**src/rtl/fcc_pkg.sv**
```systemverilog
// Shared types, constants and entry classification for the cluster chain engine.
package fcc_pkg;

    // Table geometry.
    localparam int FAT_ENTRIES = 65536;
    localparam int FAT_ADDR_W  = $clog2(FAT_ENTRIES);
    localparam int ENTRY_W     = 32;

    // Configuration port geometry.
    localparam int CFG_IDX_W  = 3;
    localparam int CFG_DATA_W = 23;

    // Field widths.
    localparam int CLASS_W    = 3;
    localparam int STATUS_W   = 2;
    localparam int COUNT_W    = 17;
    localparam int OFFSET_W   = 63;
    localparam int CBYTES_W   = 36;

    // Raw entry code boundaries.
    localparam logic [ENTRY_W-1:0] ENT_FREE_MAX = 32'h0000_0001;
    localparam logic [ENTRY_W-1:0] ENT_RSVD_LO  = 32'h0FFF_FFF0;
    localparam logic [ENTRY_W-1:0] ENT_RSVD_HI  = 32'h0FFF_FFF6;
    localparam logic [ENTRY_W-1:0] ENT_BAD      = 32'h0FFF_FFF7;
    localparam logic [ENTRY_W-1:0] ENT_EOC_MIN  = 32'h0FFF_FFF8;
    localparam logic [ENTRY_W-1:0] NEXT_EOC     = 32'hFFFF_FFFF;

    // Saturation limit of the chain byte count.
    localparam logic [CBYTES_W-1:0] CBYTES_MAX = '1;

    // Input operation codes.
    typedef enum logic {
        OP_WRITE = 1'b0,
        OP_QUERY = 1'b1
    } t_op;

    // Configuration register indexes.
    typedef enum logic [CFG_IDX_W-1:0] {
        CFG_RESERVED_SECTORS    = 3'd0,
        CFG_FAT_COPIES          = 3'd1,
        CFG_SECTORS_PER_FAT     = 3'd2,
        CFG_SECTORS_PER_CLUSTER = 3'd3,
        CFG_BYTES_PER_SECTOR    = 3'd4
    } t_cfg_reg;

    // Entry class codes.
    typedef enum logic [CLASS_W-1:0] {
        CLS_USED   = 3'd0,
        CLS_FREE   = 3'd1,
        CLS_BAD    = 3'd2,
        CLS_END    = 3'd3,
        CLS_IDXERR = 3'd4
    } t_class;

    // Chain walk status codes.
    typedef enum logic [STATUS_W-1:0] {
        STS_OK    = 2'd0,
        STS_FREE  = 2'd1,
        STS_BAD   = 2'd2,
        STS_RANGE = 2'd3
    } t_status;

    // Controller states.
    typedef enum logic [2:0] {
        ST_IDLE  = 3'd0,
        ST_WALK  = 3'd1,
        ST_CALC1 = 3'd2,
        ST_CALC2 = 3'd3,
        ST_CALC3 = 3'd4,
        ST_DONE  = 3'd5
    } t_state;

    // Commands from the controller to the datapath.
    typedef struct packed {
        logic write_entry;
        logic load;
        logic mem_re;
        logic sel_link;
        logic walk_step;
        logic calc1;
        logic calc2;
        logic calc3;
    } t_cmd;

    // Status from the datapath to the controller.
    typedef struct packed {
        logic walk_done;
    } t_sts;

    // Classify one raw table entry; the top four bits are not masked.
    function automatic t_class classify(input logic [ENTRY_W-1:0] v);
        t_class k;
        if (v <= ENT_FREE_MAX || (v >= ENT_RSVD_LO && v <= ENT_RSVD_HI)) begin
            k = CLS_FREE;
        end else if (v == ENT_BAD) begin
            k = CLS_BAD;
        end else if (v >= ENT_EOC_MIN) begin
            k = CLS_END;
        end else begin
            k = CLS_USED;
        end
        return k;
    endfunction

endpackage

```
**src/rtl/fcc_ctrl.sv**
```systemverilog
// Controller state machine that sequences table writes, chain walks and result math.
module fcc_ctrl (
    input  logic          i_clk,
    input  logic          i_rst_n,
    input  logic          i_start,
    input  logic          i_operation,
    input  fcc_pkg::t_sts i_sts,
    output fcc_pkg::t_cmd o_cmd,
    output logic          o_busy,
    output logic          o_result_valid
);
    import fcc_pkg::*;

    t_state r_state;
    t_state n_state;

    // State register.
    always_ff @(posedge i_clk) begin
        if (!i_rst_n) begin
            r_state <= ST_IDLE;
        end else begin
            r_state <= n_state;
        end
    end

    // Next state.
    always_comb begin
        n_state = r_state;
        case (r_state)
            ST_IDLE: begin
                if (i_start && t_op'(i_operation) == OP_QUERY) begin
                    n_state = ST_WALK;
                end
            end
            ST_WALK: begin
                if (i_sts.walk_done) begin
                    n_state = ST_CALC1;
                end
            end
            ST_CALC1: n_state = ST_CALC2;
            ST_CALC2: n_state = ST_CALC3;
            ST_CALC3: n_state = ST_DONE;
            ST_DONE:  n_state = ST_IDLE;
            default:  n_state = ST_IDLE;
        endcase
    end

    // Outputs and datapath commands.
    always_comb begin
        o_cmd          = '0;
        o_busy         = 1'b1;
        o_result_valid = 1'b0;
        case (r_state)
            ST_IDLE: begin
                o_busy = 1'b0;
                if (i_start) begin
                    if (t_op'(i_operation) == OP_QUERY) begin
                        o_cmd.load   = 1'b1;
                        o_cmd.mem_re = 1'b1;
                    end else begin
                        o_cmd.write_entry = 1'b1;
                    end
                end
            end
            ST_WALK: begin
                o_cmd.walk_step = 1'b1;
                o_cmd.sel_link  = 1'b1;
                o_cmd.mem_re    = !i_sts.walk_done;
            end
            ST_CALC1: o_cmd.calc1 = 1'b1;
            ST_CALC2: o_cmd.calc2 = 1'b1;
            ST_CALC3: o_cmd.calc3 = 1'b1;
            ST_DONE:  o_result_valid = 1'b1;
            default:  o_busy = 1'b1;
        endcase
    end

endmodule

```
**config.mk**
```make
export PLATFORM = sky130hd
export DESIGN_NAME = fcc_ctrl
export DESIGN_NICKNAME = d
export VERILOG_FILES = /design/src/rtl/fcc_pkg.sv /design/src/rtl/fcc_ctrl.sv
export SDC_FILE = /design/constraint.sdc
export NUM_CORES = 1
export LEC_CHECK = 0
export BUFFER_PORTS_ARGS = -buffer_cell sky130_fd_sc_hd__buf_4
export CAP_MARGIN = 20
export CORE_AREA = 2 2 39 41
export DETAILED_ROUTE_END_ITERATION = 12
export DIE_AREA = 0 0 41 43
export PLACE_DENSITY_LB_ADDON = 0.25
export SYNTH_ARGS = -nofsm -noshare
export SYNTH_HDL_FRONTEND = slang
export SYNTH_SLANG_ARGS = --single-unit
```
**constraint.sdc**
```tcl
create_clock -name i_clk -period 1.35 [get_ports i_clk]
set_input_delay 0.2025 -clock i_clk [delete_from_list [all_inputs] [get_ports i_clk]]
set_output_delay 0.2025 -clock i_clk [all_outputs]
set_load 0.005 [all_outputs]
```
# [Word level (Yosys, flattened, before mapping)]
# Index checks and enable logic that the tools add are counted.
[totals] regBits=3 inputBits=5 output_inout_bits=10 wordCells=26
[classes] eq_ne=7 n_mux=14 reduce_logical=4
[ops] operator="one-hot mux 3 bit (5 select lines)" count=1
[ops] operator="2-to-1 mux 3 bit" count=3
[ops] operator="== test 3 x 2 -> 1 bit (second input constant)" count=2
[ops] operator="== test 3 bit (second input constant)" count=2
[ops] operator="2-to-1 mux 1 bit" count=6
[ops] operator="2-to-1 mux 2 bit" count=3
[ops] operator="inequality test 2 bit (second input constant)" count=2
[ops] operator="== test 3 x 1 -> 1 bit (second input constant)" count=1
[ops] operator="logical NOT 3 bit" count=1
[ops] operator="one-hot mux 1 bit (2 select lines)" count=1
[ops] operator="AND reduction 2 bit" count=1
[ops] operator="logical AND 1 bit" count=1
[ops] operator="logical NOT 1 bit" count=1

# [Logic depth before layout (Yosys ltp)]
# Gate-level depths: netlist (run 1).
[logic_depth] ltp_word=3 depth_mapped=3 depth_no_buf=3

# [Worst setup path before layout (run 1)]
# No wires, ideal clock.
[synth_path] kind="register -> output" start="register r_state[0]" end="output o_cmd[5] (netlist name)" t_arrival_ns=0.908 t_required_ns=1.148 path_slack_ns=0.239 stages_incl_launch_ff=4 path_buffers=0 path_cell_list="dfxtp_1 nor3_2 and3_1 or2_1"
[synth_lines] element="start: declaration" line="fcc_ctrl.sv:14" text="t_state r_state;"
[synth_lines] element="start signal: assignment" line="fcc_ctrl.sv:22" text="r_state <= n_state;"
[synth_lines] element="end: declaration" line="fcc_ctrl.sv:8" text="output fcc_pkg::t_cmd o_cmd,"

==> results of run 1 <==
-- final cells by class --
type / count / area share
inverter: 2 / 0.0165
multi-input combinational: 20 / 0.363
sequential: 3 / 0.157
timing repair buffer: 22 / 0.363
clock buffer: 4 / 0.0577
tap: 16 / 0.0440
-- timing repair --
| action | 4_1_cts | 5_1_grt |
|---|---|---|
| gates resized for setup | 13 | 1 |
| pin swaps | 4 | 3 |
| setup endpoints to repair | 2 | 3 |
| buffers inserted | 5 | 1 |
-- worst paths after layout --
path | end | slack [ns] | cells after the start
max | o_cmd[5] | 0.002 | 4
min | r_state[2] | 0.19 | 2
max reg2reg | r_state[0] | 0.20 | 5
min reg2reg | r_state[1] | 0.63 | 4
-- cells in the mapped netlist, drive strengths merged --
| cell | number |
|---|---|
| a21oi | 2 |
| or2 | 1 |
| o31a | 1 |
| nand2 | 2 |
| buf | 1 |
| nand2b | 2 |
| nor2 | 4 |
| dfxtp | 3 |
| nand3b | 1 |
| o21a | 1 |
| inv | 2 |
| and3 | 2 |
| nor3 | 4 |
-- kinds of logic after synthesis --
family                 Yosys count  synth area share
AND/OR/NAND/NOR                 16             0.481
flip-flops                       3             0.308
AO/OA/AOI/OAI                    4             0.135
buffers and inverters            3            0.0769
-- power by group through the flow --
stage                     clock network (W)  logic [W]  registers [W]
after CTS                          0.000167   0.000116       0.000100
after detailed placement                  0  0.0000856       0.000102
after global routing               0.000175   0.000132       0.000101
after global placement                    0  0.0000860       0.000102
after floorplan                           0  0.0000373       0.000103
final                              0.000156   0.000119       0.000100
-- through the flow --
step	hold slack [ns]	worst slack, ns	area, um^2	total power (W)	TNS [ns]
finish	0.193	0.00176	455	0.000376	0
global route	0.207	-0.0596	455	0.000409	-0.117
global placement	0.433	0.0820	328	0.000188	0
detailed placement	0.434	0.0927	328	0.000188	0
floorplan	0.320	0.239	195	0.000140	0
CTS	0.183	-0.0168	445	0.000383	-0.0171
-- metal layers --
layer	track usage	wire [um]	share of wire
met3	0.0366	74	0.11
met4	0.0600	0	0
met5	0	0	0
met1	0.129	278	0.43
met2	0.119	301	0.46
==> flow_metrics.py, run 1 <==
metrics = {
    "status": {
        "outcome": "complete, no violations",
    },
    "timing": {
        "period_needed_ns": 1.35,
        "worstMarginPinSlew_ns": 0.189,
        "max_freq_ghz": 0.742,
        "final-setup-viol-count": 0,
        "finalCritPeriodShare": 0.999,
        "fin_skew_ns": 0.00399,
        "drv_slew": 0,
        "hold_viol_final": 0,
        "relSlewSlack": 0.874,
        "rsz0062_at_grt": "true",
    },
    "final_layout": {
        "final_common_cell": "buf_4",
        "regArea_um2": 71.3,
        "utilization": 0.329,
        "largest_register": "r_state",
        "nFillCells": 166,
        "multi_input_area_um2": 165,
        "layout_common_cells": "22 x buf_4, 3 x nor2_1, 3 x clkbuf_4, 3 x dfxtp_4",
        "reg_top3": "r_state (3)",
        "synthToLayoutAreaGrowth_pct": 133,
        "nets": 57,
        "final_cells": 67,
        "antenna_cells": 0,
        "drive_above_1_share": 0.725,
        "largest_reg_flops": 3,
    },
    "pwr": {
        "pwr-share-clk": 0.415,
        "p_per_area_mw_per_mm2": 825,
        "comb_power_share": 0.318,
        "p_int_w": 0.000278,
        "switching_share": 0.260,
        "p_sw_w": 0.0000977,
        "leakagePower_nw": 0.229,
        "vdd_drop_max_uv": 378,
        "seqPwrFrac": 0.267,
    },
    "cts": {
        "clockBufferDepth": 2,
        "cts_num_sinks": 3,
        "path_clk_slew_ns": 0.04,
        "cts_buffers": 3,
        "htree_levels": 1,
        "cts_tree": "done",
        "cts_hold_buf": 0,
        "clkLatencyLatePin_ns": 0.23,
        "ctsRootBufferMaster": "clkbuf_4",
    },
    "global_route": {
        "grt_remaining_overflow": 0,
        "grt_antenna_before_repair": 0,
        "grt_pass1_vias": 254,
        "track_usage": 0.0945,
        "grt_pass1_wl_um": 1120,
        "grt_max_degree": 6,
    },
    "yosys": {
        "synth_area_um2": 195,
        "synth_top_area_cell": "dfxtp_1",
        "syn_area_per_cell_um2": 7.51,
        "synth-seq-cells": 3,
        "yosysWarnings": 0,
        "syn-instance-count": 26,
        "synth_cell_types": 16,
        "synth_fp_nets": 31,
        "synth_area_leaders": "dfxtp_1 31%, nor3_2 10%, and3_1 6.4%, nand2b_1 6.4%, nor2_1 5.8%",
        "synth_top_area_frac": 0.308,
        "ys_seq_area_frac": 0.308,
    },
    "worst_setup_path": {
        "cp.arrival_ns": 1.15,
        "path_delay_family": "simple AND/OR/NAND/NOR gates",
        "reg2reg_from": "r_state[2]",
        "crit_chain": "nor3_4, and3_4, or2_1, buf_4",
        "critPathBufInv": 1,
        "worst_path_max_delay_cell": "dfxtp_4",
        "start_kind": "register",
        "cp_slowest_stage_delay_ns": 0.35,
        "critical_path_required_ns": 1.15,
        "crit_start": "r_state[0]",
        "end_kind": "primary output",
        "path_class": "reg -> out",
        "cp_max_fo": 3,
    },
    "placement": {
        "place.gp.congestion": 0.736,
        "port_buffers": 14,
        "place_inst": 57,
        "dp_hpwl_um": 449,
    },
    "detailed_routing": {
        "antenna_left": 0,
        "wl_per_cell_um": 9.76,
        "drtPass1Iterations": 2,
        "vias": 262,
        "drc": 0,
        "drt_iter0_markers": 1,
        "viasPerCell": 3.91,
        "routed_wl_um": 654,
    },
    "min_path": {
        "hold_start": "i_rst_n",
        "hold_path.class": "in -> reg",
    },
    "die": {
        "core_mm2": 0.00138,
        "io_pins": 15,
        "die_x_um": 41,
        "fp-row-count": 14,
        "die-area_mm2": 0.00176,
        "start_util": 0.141,
        "die_h_um": 43,
    },
    "run": {
        "drv_cap": 0,
    },
}
No activity file was read; power rests on OpenSTA's default activity.
==> inputs of run 2 (changes only) <==
PLACE_DENSITY_LB_ADDON = default   (was 0.25)
==> run 2 against run 1 <==
Net effect: the flow now finishes with violations (negative setup slack); die area did not move; first-iteration DRC count down 100%; via count shrank 0.38%; combinational power hardly changed; sequential cell count is the same; clock skew up 0.0026 ns; global-route usage down 0.51 points; power is 1.4% higher; clock power is 4% higher; critical path type unchanged; highest routed layer is now met4.
==> flow_metrics.py, run 2 (synthesis results as in run 1) <==
metrics = {
    "die": {
        "start_util": 0.141,
        "core_mm2": 0.00138,
        "io_pins": 15,
        "die_h_um": 43,
        "die_x_um": 41,
        "fp-row-count": 14,
        "die-area_mm2": 0.00176,
    },
    "worst_setup_path": {
        "worst_path_max_delay_cell": "dfxtp_4",
        "path_class": "reg -> out",
        "crit_chain": "buf_4, nor3_2, or2_1, buf_4",
        "reg2reg_from": "r_state[2]",
        "end_kind": "primary output",
        "cp.arrival_ns": 1.15,
        "start_kind": "register",
        "cp_slowest_stage_delay_ns": 0.34,
        "r2r_cells": 5,
        "cp_max_fo": 4,
        "critical_path_required_ns": 1.15,
        "cpMostUsedCell": "buf_4",
        "r2r_end": "r_state[0]",
        "r2r_slack_ns": 0.18,
    },
    "final_layout": {
        "nFillCells": 152,
        "final_common_cell": "buf_4",
        "regArea_um2": 71.3,
        "largest_register": "r_state",
        "drive_above_1_share": 0.745,
        "multi_input_area_um2": 156,
        "reg_top3": "r_state (3)",
        "antenna_cells": 0,
        "final_cells": 67,
        "layout_common_cells": "22 x buf_4, 3 x clkbuf_4, 3 x dfxtp_4",
        "stdcell_area_um2": 447,
        "nets": 57,
        "largest_reg_flops": 3,
        "synthToLayoutAreaGrowth_pct": 129,
    },
    "placement": {
        "dpl_cell_area_um2": 320,
        "dp_hpwl_um": 387,
        "place_inst": 56,
        "place.gp.congestion": 0.666,
        "port_buffers": 14,
    },
    "cts": {
        "htree_levels": 1,
        "ctsRootBufferMaster": "clkbuf_4",
        "cts_num_sinks": 3,
        "clkLatencyLatePin_ns": 0.24,
        "path_clk_slew_ns": 0.04,
        "cts_hold_buf": 0,
        "cts_buffers": 3,
        "cts_tree": "done",
        "clockBufferDepth": 2,
    },
    "timing": {
        "relSlewSlack": 0.869,
        "fin_skew_ns": 0.00659,
        "layout_setup_ws_ns": -0.00156,
        "finalCritPeriodShare": 1.00,
        "hold_viol_final": 0,
        "holdWs_ns": 0.188,
        "rsz0062_at_grt": "true",
        "worstMarginPinSlew_ns": 0.196,
        "drv_slew": 0,
        "period_needed_ns": 1.35,
        "max_freq_ghz": 0.740,
        "final-setup-viol-count": 1,
    },
    "detailed_routing": {
        "vias": 261,
        "viasPerCell": 3.90,
        "drt_iter0_markers": 0,
        "routed_wl_um": 684,
        "drtPass1Iterations": 1,
        "drc": 0,
        "wl_per_cell_um": 10.2,
        "antenna_left": 0,
    },
    "status": {
        "outcome": "finished, violations left",
        "violations": "negative setup slack",
    },
    "global_route": {
        "grt_remaining_overflow": 0,
        "grt_max_degree": 5,
        "track_usage": 0.0894,
        "grt_pass1_vias": 259,
        "grt_pass1_wl_um": 986,
        "grt_antenna_before_repair": 0,
    },
    "min_path": {
        "hold_depth": 2,
        "hold_path.class": "in -> reg",
        "hold_start": "i_rst_n",
        "hold-path-endpoint": "r_state[2]",
    },
    "run": {
        "drv_cap": 0,
    },
    "pwr": {
        "leakagePower_nw": 0.227,
        "vdd_drop_max_uv": 293,
        "p_per_area_mw_per_mm2": 853,
    },
}
[run 2: changes by cell type in the layout (fill, tap and decap cells not counted)]
cell,change
nor3_2,+1
nor2_2,+2
nor3_4,-1
nor2_1,-1
nor2_4,-1
[run 2: repair_timing]
item,in CTS,in global routing
pin swaps,2,1
endpoints found under the setup margin,2,4
gates resized for setup,8,5
setup buffers,6,1
[run 2: area by class of cell]
type                       count  share of cell area
inverter                       2              0.0168
tap                           16              0.0448
multi-input combinational     20               0.350
clock buffer                   4              0.0588
timing repair buffer          22               0.370
sequential                     3               0.160
[run 2: worst max-delay path by stage]
stage / startpoint / endpoint / slack (ns) / depth (start not counted)
6_report: r_state[2] / o_cmd[5] / -0.002 / 4
5_1_grt: r_state[2] / o_cmd[5] / -0.05 / 4
4_1_cts: r_state[1] / o_cmd[5] / 0.004 / 4
3_5_place_dp: r_state[0] / o_cmd[5] / 0.09 / 4
3_3_place_gp: r_state[0] / o_cmd[5] / 0.11 / 4
2_1_floorplan: r_state[0] / o_cmd[5] / 0.24 / 3
[run 2: routing by layer]
| layer | vias up | GRT usage | wire (um) |
|---|---|---|---|
| met5 | - | 0 | 0 |
| met4 | 0 | 0.0600 | 5 |
| met3 | 2 | 0.0471 | 77 |
| met2 | 11 | 0.153 | 393 |
| met1 | 111 | 0.0707 | 207 |
| li1 | 137 | - | - |
[run 2: critical path: cells and delay by family (launching register included)]
kind,cells,cell delay [ns]
simple gates,2,0.32
flops,1,0.34
buf+inv,2,0.25
[run 2: where the power goes]
part	internal [W]	switching [W]
combinational	0.0000737	0.0000437
sequential	0.0000919	0.00000866
clock	0.000111	0.0000518
total	0.000277	0.000104
[run 2: through the flow]
step | util | total power (W) | setup TNS, ns | worst slack [ns]
2_1_floorplan | - | 0.000140 | 0 | 0.239
4_1_cts | 0.299 | 0.000367 | 0 | 0.00420
5_1_grt | 0.323 | 0.000410 | -0.0742 | -0.0519
6_report | 0.323 | 0.000381 | -0.00156 | -0.00156
3_5_place_dp | 0.231 | 0.000182 | 0 | 0.0881
3_3_place_gp | 0.231 | 0.000182 | 0 | 0.112
